===== src/hdl/sepq_pkg.sv =====
// ----------------------------------------------------------------------------
// sepq_pkg
// Types and constants shared by the sorted event priority queue modules.
// ----------------------------------------------------------------------------
`default_nettype none

package sepq_pkg;

    localparam int unsigned TIME_W = 32;
    localparam int unsigned KIND_W = 2;
    localparam int unsigned TAG_W  = 3;
    localparam int unsigned OCC_W  = 5;

    localparam logic ACT_INSERT = 1'b0;
    localparam logic ACT_POP    = 1'b1;

    typedef enum logic [1:0] {
        STATUS_OK    = 2'd0,
        STATUS_EMPTY = 2'd1,
        STATUS_FULL  = 2'd2
    } t_status;

    typedef enum logic [2:0] {
        ST_IDLE,
        ST_POP,
        ST_INS_CMP,
        ST_INS_HEAD,
        ST_RESP
    } t_state;

    typedef struct packed {
        logic              item_valid;
        logic [TIME_W-1:0] out_time;
        logic [KIND_W-1:0] out_kind;
        logic [TAG_W-1:0]  out_tag;
        t_status           status;
        logic [OCC_W-1:0]  occupancy;
    } t_result;

endpackage

`default_nettype wire


===== src/hdl/sepq_core.sv =====
// ----------------------------------------------------------------------------
// sepq_core
// Sorted event store in a circular memory, with the insert and pop sequencer.
// ----------------------------------------------------------------------------
`default_nettype none

module sepq_core #(
    parameter int unsigned DEPTH    = 16,
    parameter int unsigned KEY_BITS = 32
) (
    input  logic                          i_clk,
    input  logic                          i_rst_n,
    input  logic                          i_start,
    input  logic                          i_action,
    input  logic [sepq_pkg::TIME_W-1:0]   i_time_key,
    input  logic [sepq_pkg::KIND_W-1:0]   i_event_kind,
    input  logic [sepq_pkg::TAG_W-1:0]    i_event_tag,
    output logic                          o_ready,
    output logic                          o_res_valid,
    input  logic                          i_res_take,
    output sepq_pkg::t_result             o_res
);

    localparam int unsigned AW = $clog2(DEPTH);
    localparam int unsigned CW = $clog2(DEPTH + 1);
    localparam int unsigned LW = sepq_pkg::KIND_W + sepq_pkg::TAG_W;
    localparam int unsigned EW = KEY_BITS + LW;

    function automatic logic [AW-1:0] ptr_inc(input logic [AW-1:0] p);
        logic [AW-1:0] r;
        r = (p == AW'(DEPTH - 1)) ? '0 : p + 1'b1;
        return r;
    endfunction

    function automatic logic [AW-1:0] ptr_dec(input logic [AW-1:0] p);
        logic [AW-1:0] r;
        r = (p == '0) ? AW'(DEPTH - 1) : p - 1'b1;
        return r;
    endfunction

    logic [EW-1:0] mem [DEPTH];
    logic [EW-1:0] r_rd_data;

    sepq_pkg::t_state  r_state, n_state;
    logic [AW-1:0]     r_head, n_head;
    logic [AW-1:0]     r_tail, n_tail;
    logic [CW-1:0]     r_count, n_count;
    logic [AW-1:0]     r_wr_ptr, n_wr_ptr;
    logic [AW-1:0]     r_rd_ptr, n_rd_ptr;
    logic [CW-1:0]     r_left, n_left;
    logic [KEY_BITS-1:0] r_key, n_key;
    logic [LW-1:0]     r_label, n_label;
    sepq_pkg::t_result r_res, n_res;

    logic              w_we;
    logic [AW-1:0]     w_waddr;
    logic [EW-1:0]     w_wdata;
    logic              w_re;
    logic [AW-1:0]     w_raddr;

    logic [KEY_BITS-1:0] w_in_key;
    logic [KEY_BITS-1:0] w_rd_key;
    logic                w_shift;

    assign w_in_key = KEY_BITS'(i_time_key);
    assign w_rd_key = r_rd_data[EW-1:LW];
    assign w_shift  = (w_rd_key > r_key);

    always_comb begin
        n_state = r_state;
        case (r_state)
            sepq_pkg::ST_IDLE: begin
                if (i_start) begin
                    if (i_action == sepq_pkg::ACT_POP) begin
                        n_state = (r_count == '0) ? sepq_pkg::ST_RESP : sepq_pkg::ST_POP;
                    end else if (r_count == CW'(DEPTH) || r_count == '0) begin
                        n_state = sepq_pkg::ST_RESP;
                    end else begin
                        n_state = sepq_pkg::ST_INS_CMP;
                    end
                end
            end
            sepq_pkg::ST_POP: begin
                n_state = sepq_pkg::ST_RESP;
            end
            sepq_pkg::ST_INS_CMP: begin
                if (!w_shift) begin
                    n_state = sepq_pkg::ST_RESP;
                end else if (r_left == CW'(1)) begin
                    n_state = sepq_pkg::ST_INS_HEAD;
                end
            end
            sepq_pkg::ST_INS_HEAD: begin
                n_state = sepq_pkg::ST_RESP;
            end
            sepq_pkg::ST_RESP: begin
                if (i_res_take) begin
                    n_state = sepq_pkg::ST_IDLE;
                end
            end
            default: begin
                n_state = sepq_pkg::ST_IDLE;
            end
        endcase
    end

    always_comb begin
        n_head   = r_head;
        n_tail   = r_tail;
        n_count  = r_count;
        n_wr_ptr = r_wr_ptr;
        n_rd_ptr = r_rd_ptr;
        n_left   = r_left;
        n_key    = r_key;
        n_label  = r_label;
        n_res    = r_res;
        w_we     = 1'b0;
        w_waddr  = r_wr_ptr;
        w_wdata  = {r_key, r_label};
        w_re     = 1'b0;
        w_raddr  = r_rd_ptr;
        o_ready  = 1'b0;
        o_res_valid = 1'b0;
        case (r_state)
            sepq_pkg::ST_IDLE: begin
                o_ready = 1'b1;
                if (i_start) begin
                    n_key   = w_in_key;
                    n_label = {i_event_kind, i_event_tag};
                    n_res   = '0;
                    if (i_action == sepq_pkg::ACT_POP) begin
                        if (r_count == '0) begin
                            n_res.status = sepq_pkg::STATUS_EMPTY;
                        end else begin
                            w_re    = 1'b1;
                            w_raddr = r_head;
                        end
                    end else if (r_count == CW'(DEPTH)) begin
                        n_res.status    = sepq_pkg::STATUS_FULL;
                        n_res.occupancy = sepq_pkg::OCC_W'(r_count);
                    end else if (r_count == '0) begin
                        w_we    = 1'b1;
                        w_waddr = r_tail;
                        w_wdata = {w_in_key, i_event_kind, i_event_tag};
                        n_tail  = ptr_inc(r_tail);
                        n_count = CW'(1);
                        n_res.occupancy = sepq_pkg::OCC_W'(1);
                    end else begin
                        w_re     = 1'b1;
                        w_raddr  = ptr_dec(r_tail);
                        n_wr_ptr = r_tail;
                        n_rd_ptr = ptr_dec(r_tail);
                        n_left   = r_count;
                    end
                end
            end
            sepq_pkg::ST_POP: begin
                n_res.item_valid = 1'b1;
                n_res.out_time   = sepq_pkg::TIME_W'(w_rd_key);
                n_res.out_kind   = r_rd_data[LW-1:sepq_pkg::TAG_W];
                n_res.out_tag    = r_rd_data[sepq_pkg::TAG_W-1:0];
                n_res.status     = sepq_pkg::STATUS_OK;
                n_res.occupancy  = sepq_pkg::OCC_W'(r_count - 1'b1);
                n_head  = ptr_inc(r_head);
                n_count = r_count - 1'b1;
            end
            sepq_pkg::ST_INS_CMP: begin
                w_we    = 1'b1;
                w_waddr = r_wr_ptr;
                if (w_shift) begin
                    w_wdata  = r_rd_data;
                    n_wr_ptr = r_rd_ptr;
                    n_rd_ptr = ptr_dec(r_rd_ptr);
                    n_left   = r_left - 1'b1;
                    if (r_left != CW'(1)) begin
                        w_re    = 1'b1;
                        w_raddr = ptr_dec(r_rd_ptr);
                    end
                end else begin
                    n_tail  = ptr_inc(r_tail);
                    n_count = r_count + 1'b1;
                    n_res.occupancy = sepq_pkg::OCC_W'(r_count + 1'b1);
                end
            end
            sepq_pkg::ST_INS_HEAD: begin
                w_we    = 1'b1;
                n_tail  = ptr_inc(r_tail);
                n_count = r_count + 1'b1;
                n_res.occupancy = sepq_pkg::OCC_W'(r_count + 1'b1);
            end
            sepq_pkg::ST_RESP: begin
                o_res_valid = 1'b1;
            end
            default: begin
            end
        endcase
    end

    assign o_res = r_res;

    always_ff @(posedge i_clk) begin
        if (w_we) begin
            mem[w_waddr] <= w_wdata;
        end
        if (w_re) begin
            r_rd_data <= mem[w_raddr];
        end
    end

    always_ff @(posedge i_clk) begin
        if (!i_rst_n) begin
            r_state <= sepq_pkg::ST_IDLE;
            r_head  <= '0;
            r_tail  <= '0;
            r_count <= '0;
        end else begin
            r_state <= n_state;
            r_head  <= n_head;
            r_tail  <= n_tail;
            r_count <= n_count;
        end
    end

    always_ff @(posedge i_clk) begin
        r_wr_ptr <= n_wr_ptr;
        r_rd_ptr <= n_rd_ptr;
        r_left   <= n_left;
        r_key    <= n_key;
        r_label  <= n_label;
        r_res    <= n_res;
    end

endmodule

`default_nettype wire


===== src/hdl/sorted_event_priority_queue.sv =====
// ----------------------------------------------------------------------------
// sorted_event_priority_queue
// Event queue kept in ascending time-key order: insert an event, pop the head.
// ----------------------------------------------------------------------------
// Each input item on the s-side stream is one operation: tuser selects insert
// or pop, tdata carries the time key (unsigned Q24.8), kind and tag. Every
// operation returns exactly one item on the m-side stream with the popped
// event, a status code and the occupancy after the operation. Equal keys
// leave in arrival order. An insert into a full queue is dropped with status
// full; a pop on an empty queue returns status empty.
// The events sit in one single-port-write, registered-read memory used as a
// ring; a pop advances the head pointer, an insert walks back from the tail
// one entry a cycle, moving larger keys up by one slot.
// An empty pop, a full insert and an insert into an empty queue go straight
// to the response state; a pop reads the head first, and an insert into a
// filled queue compares and moves entries first. The sequencer takes one
// item at a time; the next item is accepted once the result leaves the
// sequencer, even while the output register waits on a stalled receiver.
// Reset empties the queue; memory contents are not cleared.
// ----------------------------------------------------------------------------
`default_nettype none

module sorted_event_priority_queue #(
    parameter int unsigned DEPTH    = 16,
    parameter int unsigned KEY_BITS = 32
) (
    input  logic        i_clk,
    input  logic        i_rst_n,
    input  logic        i_s_tvalid,
    output logic        o_s_tready,
    input  logic [39:0] i_s_tdata,  // time_key[31:0], event_kind[33:32], event_tag[36:34]
    input  logic [0:0]  i_s_tuser,  // action[0]
    output logic        o_m_tvalid,
    input  logic        i_m_tready,
    output logic [47:0] o_m_tdata,  // out_time[31:0], out_kind[33:32], out_tag[36:34],
                                    // occupancy[41:37]
    output logic [2:0]  o_m_tuser   // item_valid[0], status[2:1]
);

    logic              w_start;
    logic              w_res_valid;
    logic              w_res_take;
    sepq_pkg::t_result w_res;
    logic              r_m_valid;
    sepq_pkg::t_result r_m_res;

    assign w_start    = i_s_tvalid && o_s_tready;
    assign w_res_take = w_res_valid && (!r_m_valid || i_m_tready);

    sepq_core #(
        .DEPTH    (DEPTH),
        .KEY_BITS (KEY_BITS)
    ) u_core (
        .i_clk        (i_clk),
        .i_rst_n      (i_rst_n),
        .i_start      (w_start),
        .i_action     (i_s_tuser[0]),
        .i_time_key   (i_s_tdata[31:0]),
        .i_event_kind (i_s_tdata[33:32]),
        .i_event_tag  (i_s_tdata[36:34]),
        .o_ready      (o_s_tready),
        .o_res_valid  (w_res_valid),
        .i_res_take   (w_res_take),
        .o_res        (w_res)
    );

    always_ff @(posedge i_clk) begin
        if (!i_rst_n) begin
            r_m_valid <= 1'b0;
        end else if (w_res_take) begin
            r_m_valid <= 1'b1;
        end else if (i_m_tready) begin
            r_m_valid <= 1'b0;
        end
    end

    always_ff @(posedge i_clk) begin
        if (w_res_take) begin
            r_m_res <= w_res;
        end
    end

    assign o_m_tvalid = r_m_valid;
    assign o_m_tdata  = {6'b0, r_m_res.occupancy, r_m_res.out_tag, r_m_res.out_kind,
                         r_m_res.out_time};
    assign o_m_tuser  = {r_m_res.status, r_m_res.item_valid};

endmodule

`default_nettype wire


===== config.mk =====
export PLATFORM = sky130hd
export DESIGN_NAME = sorted_event_priority_queue
export DESIGN_NICKNAME = d
export VERILOG_FILES = /design/src/hdl/sepq_pkg.sv /design/src/hdl/sepq_core.sv /design/src/hdl/sorted_event_priority_queue.sv
export SDC_FILE = /design/constraint.sdc
export NUM_CORES = 1
export LEC_CHECK = 0
export BUFFER_PORTS_ARGS = -buffer_cell sky130_fd_sc_hd__buf_4
export CAP_MARGIN = 20
export CORE_MARGIN = 1
export CORE_UTILIZATION = 50
export CTS_CLUSTER_DIAMETER = 80
export DETAILED_ROUTE_END_ITERATION = 16
export PLACE_DENSITY_LB_ADDON = 0.25
export REMOVE_ABC_BUFFERS = 1
export SLEW_MARGIN = 20
export SYNTH_ARGS = -nofsm -noshare
export SYNTH_HDL_FRONTEND = slang
export SYNTH_SLANG_ARGS = --single-unit

===== constraint.sdc =====
create_clock -name i_clk -period 6.5 [get_ports i_clk]
set_input_delay 0.65 -clock i_clk [delete_from_list [all_inputs] [get_ports i_clk]]
set_output_delay 0.65 -clock i_clk [all_outputs]
set_load 0.02 [all_outputs]

**Word level (Yosys, flattened, before mapping)**

Memory sizes are Yosys's and may differ from the RTL's. A register that Yosys moved wholly into a read port is not among the register bits.
Index checks and enable logic that the tools add are counted.

- $add $sub $neg: 7
- Magnitude comparators: 1
- Equality and inequality tests: 18
- Muxes and demuxes: 86
- Reduce and logical (&&, ||, !) cells: 24

Operator list:

| cell | count |
|---|---|
| 37-bit two-way mux | 5 |
| 4-bit two-way mux | 29 |
| 40-bit case mux with 2 select lines | 1 |
| 37-bit case mux with 2 select lines | 1 |
| 5-bit two-way mux | 12 |
| 45-bit two-way mux | 1 |
| 5-bit case mux with 4 select lines | 2 |
| 32-bit > comparator | 1 |
| 4-bit case mux with 2 select lines | 3 |
| 3-bit two-way mux | 7 |
| 1-bit two-way mux | 18 |
| 6-bit AND reduction | 3 |
| 3-bit case mux with 4 select lines | 1 |
| 4-bit case mux with 3 select lines | 1 |
| 5-bit case mux with 2 select lines | 1 |
| 5-bit by 1-bit subtractor with 5-bit output (second input constant) | 2 |
| 4-bit by 1-bit adder with 4-bit output (second input constant) | 2 |
| 4-bit == test (second input constant) | 2 |
| 4-bit logical NOT | 2 |
| 2-bit by 1-bit inequality test with 1-bit output (second input constant) | 4 |
| 2-bit inequality test (second input constant) | 4 |
| 4-bit by 1-bit subtractor with 4-bit output (second input constant) | 2 |
| 3-bit by 2-bit == test with 1-bit output (second input constant) | 2 |
| 3-bit AND reduction | 2 |
| other kinds (20) | 28 |

- Flip-flop bits (word level): 157
- Memory bits (writable): 592
- Bits of input ports: 45
- Output and inout bits: 53
- Logic and storage cells: 159
- Memories kept: 1

Memories:

| memory | depth | bits a word | rd ports | clocked after Yosys merged registers in | wr ports | line | source |
|---|---|---|---|---|---|---|---|
| u_core.mem | 16 | 37 | 1 | 1 | 1 | sepq_core.sv:41 | `logic [EW-1:0] mem [DEPTH];` |

**Logic depth before layout (Yosys ltp)**

- Word-level depth: 8
- Mapped depth: 16
- Depth with buffers taken out: 12

**By module**

A second synthesis with hierarchy kept.

- Cells, all modules: 2,066
- Area, all modules: 32,366.0 um^2

Modules (own cells, without submodules):

| module | instances | cells each | area each (um^2) | sequential area each (um^2) |
|---|---|---|---|---|
| sepq_core | 1 | 2,009 | 30,912.1 | 22,061.2 |
| sorted_event_priority_queue | 1 | 57 | 1,453.9 | 1,371.3 |

**Least setup slack after synthesis**

Ideal clock, no wire load.

- Kind: reg2reg
- From: register u_core.r_state[2]
- To: register r_m_res (netlist bit o_m_tdata[0]), enable pin
- Library setup time: 559 ps
- Arrival time: 5,152 ps
- Data required time: 5,941 ps
- Slack: 789 ps
- Stages on the path, launching flop included: 4
- Buffers on the path: 1
- Period minus slack after synthesis: 5,711 ps
- Cells stage by stage: dfxtp_1 > clkbuf_1 > inv_1 > nor4_1

- Word-level cells in the longest chain between the ends: 3

Ends and longest elaborated chain:

| item | line | source |
|---|---|---|
| from (decl) | sepq_core.sv:44 | `sepq_pkg::t_state r_state, n_state;` |
| from (signal assigned) | sepq_core.sv:212 | `r_state <= sepq_pkg::ST_IDLE;` |
| from (signal assigned) | sepq_core.sv:217 | `r_state <= n_state;` |
| 3-bit == test | sepq_core.sv:124 | `case (r_state)` |
| 1-bit two-way mux | sepq_core.sv:124 |  |
| 1-bit logical AND | sorted_event_priority_queue.sv:48 | `assign w_res_take = w_res_valid && (!r_m_valid \|\| i_m_tready);` |
| net u_core.i_res_take | sepq_core.sv:20 | `input logic i_res_take,` |
| to (signal assigned) | sorted_event_priority_queue.sv:79 | `r_m_res <= w_res;` |
| to (decl) | sorted_event_priority_queue.sv:45 | `sepq_pkg::t_result r_m_res;` |

The timed path passes the listed nets, and every way through them passes these cells.
A chain may end at the register's enable or synchronous reset.

**Worst setup path after layout**

- From: register u_core.r_rd_data[19], read port of u_core.mem
- To: register u_core.r_rd_data[4], read port of u_core.mem (data pin)

- Word-level cells in the longest chain between the ends: 3
- Elaborated cells between the ends (all ways): 5
- Those cells by class: 1 x order compare; 4 x mux

Ends and longest elaborated chain:

| item | line | source |
|---|---|---|
| from (decl) | sepq_core.sv:42 | `logic [EW-1:0] r_rd_data;` |
| 32-bit > comparator * | sepq_core.sv:67 | `assign w_shift = (w_rd_key > r_key);` |
| 4-bit two-way mux or 1-bit two-way mux (tied branches) | sepq_core.sv:170 | `if (w_shift) begin` |
| 4-bit case mux with 2 select lines or 1-bit case mux with 2 select lines (tied branches) | sepq_core.sv:124 |  |

Mark *: on every way between the ends. The rest lies on a longest branch, timed or not.

==> flow_metrics.tcl <==
set metrics [dict create \
    status "finished, final reports clean" \
    end_kind "register" \
    final_core_util 0.576 \
    dp_slack_ns 1.53 \
    avgViaCountPerCell 6.09 \
    fin_ws_ns 1.39 \
    worstPathRequired_ns 6.90 \
    netSwitchingFraction 0.264 \
    postCtsSetupBuffers 0 \
    synthAdderAreaFrac 0.0160 \
    firstDrtPassIters 10 \
    dieArea_um2 65000 \
    timing.rr.end "u_core.r_rd_data[4]" \
    gp_congestion 0.866 \
    hold_viol_final 0 \
    slew_violations 0 \
    fin_worst_skew_ns 0.0388 \
    seq_power_share 0.475 \
    internal-power_mw 9.21 \
    endpoint "u_core.r_rd_data[4]" \
    cts-root-buf "clkbuf_16" \
    cts-root-to-sink-buffers 3 \
    place_area_um2 33700 \
    startpoint_type "register" \
    muxShareOfSynthArea 0.00692 \
    grt-ovfl-total 0 \
    clkPwrFrac 0.379 \
    grt_use_total 0.265 \
    area_growth_pct 13.8 \
    port_buffers 88 \
    dp.cells 3208 \
    final_cell_count_no_fill 3354 \
    num_antenna_cells 0 \
    synth_compound_area_frac 0.0891 \
    grt_pass1_vias 19800 \
    criticalPathCategory "reg -> reg" \
    reg2reg_setup_slack_ns 1.39 \
    ys.flop_type "edfxtp_1" \
    fin_crit_sh 0.787 \
    vias 20400 \
    postSynthAreaPerCell_um2 13.6 \
    drv_cap 0 \
    setup_viol 0 \
    drt_iter0_drc 2856 \
    cp-startpoint "u_core.r_rd_data[19]" \
    reg2reg_from "u_core.r_rd_data[19]" \
    final_common_cell "edfxtp_1" \
    timing.hold.ws_ns 0.196 \
    fmax_mhz 196 \
    die_y_um 255 \
    cts_tree "done" \
    numCtsBuffers 81 \
    syn-cell-area_um2 32000 \
    postCtsResizedCells 0 \
    ys_types 72 \
    die_x_um 255 \
    rsz0062_at_grt "no" \
    irDropWorstVdd_mv 0.206 \
    p_comb_frac 0.146 \
    cts.sinks 786 \
    nets 2531 \
    worstMarginPinSlew_ns 1.14 \
    design.core.area_um2 63200 \
    finalWorstPathRequiredPeriod_ns 5.11 \
    max_slew_margin 0.241 \
    ios 98 \
    detail_route.wl_per_cell_um 25.3 \
    synth-async-reset-ratio 0 \
    critPathArrivalTime_ns 5.52 \
    netlist_instances 2358 \
    finalPower_mw 12.5 \
    ff2ff_path_depth 13 \
    antenna_found_initial 1 \
    synth_top_family_by_area "simple AND/OR/NAND/NOR gates" \
    path_max_fanout 64 \
    finalWirelength_um 84900 \
    grt_pass1_wl_um 125000 \
    power_density_nw_per_um2 344 \
    most-common-layout-cells "edfxtp_1, nand2_1, a21oi_1, nand3_1, buf_4" \
    initial_utilization 0.506 \
    ant_nets 0 \
    ys_seq_area_frac 0.732 \
    finalInstanceArea_um2 36400 \
    grt_max_degree 72 \
    setup_tns_ns 0 \
    power_switching_mw 3.31 \
    clk_latency_ns 0.64 \
    drc 0 \
    p_leak_nw 12.5 \
    dp_hpwl_um 46400 \
    synth_xor_area_frac 0.00164 \
    yosys_warnings 0 \
    synth-simple-area-share 0.119 \
    synth_seq_cells 786 \
    fp-row-count 92 \
    drive_above_1_share 0.134 \
    h-tree-depth 3 \
    synth_edf_count 769 \
    clk_pin_slew_ns 0.06 \
    cts_hold_buf 0 \
    hp-class "in -> reg" \
]
[layer usage]
metal | vias up | share of wire | track usage
met1 | 10200 | 0.41 | 0.375
met5 | - | 0 | 0
li1 | 9014 | - | -
met2 | 1102 | 0.46 | 0.413
met3 | 140 | 0.10 | 0.0473
met4 | 0 | 0.028 | 0.0915
[layout make-up]
type / count / area, µm²
clock buffers: 102 / 2140
fillers: 4893 / 26800
multi-input cells: 1339 / 7710
clock inverters: 44 / 576
inverters: 87 / 327
well taps: 846 / 1060
flip-flops and latches: 786 / 23400
repair buffers: 150 / 1180
[synthesized netlist by cell type (3+ instances only)]
cell	instances	area [µm²]
nand2_1	475	1780
edfxtp_1	769	23100
o21ai_0	28	140
o211a_1	3	30.0
clkbuf_1	49	184
buf_4	10	75.1
nor2b_1	12	75.1
nor2_2	3	18.8
dfxtp_1	17	340
a31oi_1	11	68.8
mux2i_1	21	210
o22ai_1	3	18.8
inv_1	87	327
and2_1	43	269
a21o_1	4	30.0
a22oi_1	4	30.0
a21oi_1	197	986
nand4_1	44	275
xnor2_1	5	43.8
a221oi_1	64	561
a222oi_1	37	370
buf_6	9	101
nor2_1	49	184
and3_1	3	18.8
o211ai_1	3	22.5
ha_1	41	513
a221oi_2	12	180
nor3_1	48	240
nor4b_1	3	26.3
a32oi_1	3	26.3
nor3b_1	4	30.0
a21oi_2	12	105
buf_2	81	405
nand3_1	154	771
o211ai_2	3	37.5
[worst min-delay path by stage]
stage / cells after the start / from / to / slack, ns
global placement: 0 / u_core.o_res[6] / o_m_tuser[2] / 0.40
detailed placement: 0 / u_core.o_res[21] / o_m_tdata[9] / 0.40
finish: 1 / i_s_tdata[24] / u_core.r_key[24] / 0.20
CTS: 1 / i_s_tdata[25] / u_core.r_key[25] / 0.17
global route: 1 / i_s_tdata[25] / u_core.r_key[25] / 0.19
floorplan: 0 / u_core.o_res[12] / o_m_tdata[0] / 0.40
[cells by family after synthesis]
family,Yosys count
buffers and inverters,238
AOI/OAI and AO/OA,411
and+or+nand+nor,853
xor gates and xnor gates,6
other,1
DFF,786
muxes,22
adders and majority gates,41
[registers in the layout, indices dropped and copies added, names as in the netlist]
name / flops
u_core.r_rd_data: 37
u_core.r_count: 5
u_core.r_left: 5
o_m_tdata: 42
u_core.r_state: 3
u_core.o_res: 45
u_core.r_key: 32
u_core.mem: 592
u_core.r_label: 5
u_core.r_tail: 4
u_core.r_wr_ptr: 4
u_core.r_head: 4
u_core.r_rd_ptr: 4
o_m_tuser: 3
o_m_tvalid: 1
[power by group through the flow]
| stage | Clock (mW) | Sequential (mW) | Combinational [mW] |
|---|---|---|---|
| finish | 4.75 | 5.95 | 1.83 |
| global route | 5.00 | 5.96 | 1.99 |
| CTS | 4.80 | 5.95 | 1.81 |
| detailed placement | 0 | 6.05 | 1.80 |
| global placement | 0 | 6.05 | 1.75 |
| floorplan | 0 | 6.06 | 1.16 |
[worst max-delay path, cell delays in order (launching register included)]
cell,delay (ns)
edfxtp_1,0.50
ha_1,0.34
nand4_1,0.31
nor2_1,0.10
a221o_1,0.45
o31ai_4,0.45
a21oi_1,0.23
o211ai_4,0.27
buf_4,0.56
buf_4,0.80
nand2_1,0.13
a221oi_1,0.33
nor3_1,0.09
a21oi_1,0.29
Power figures use the tool's default switching activity.
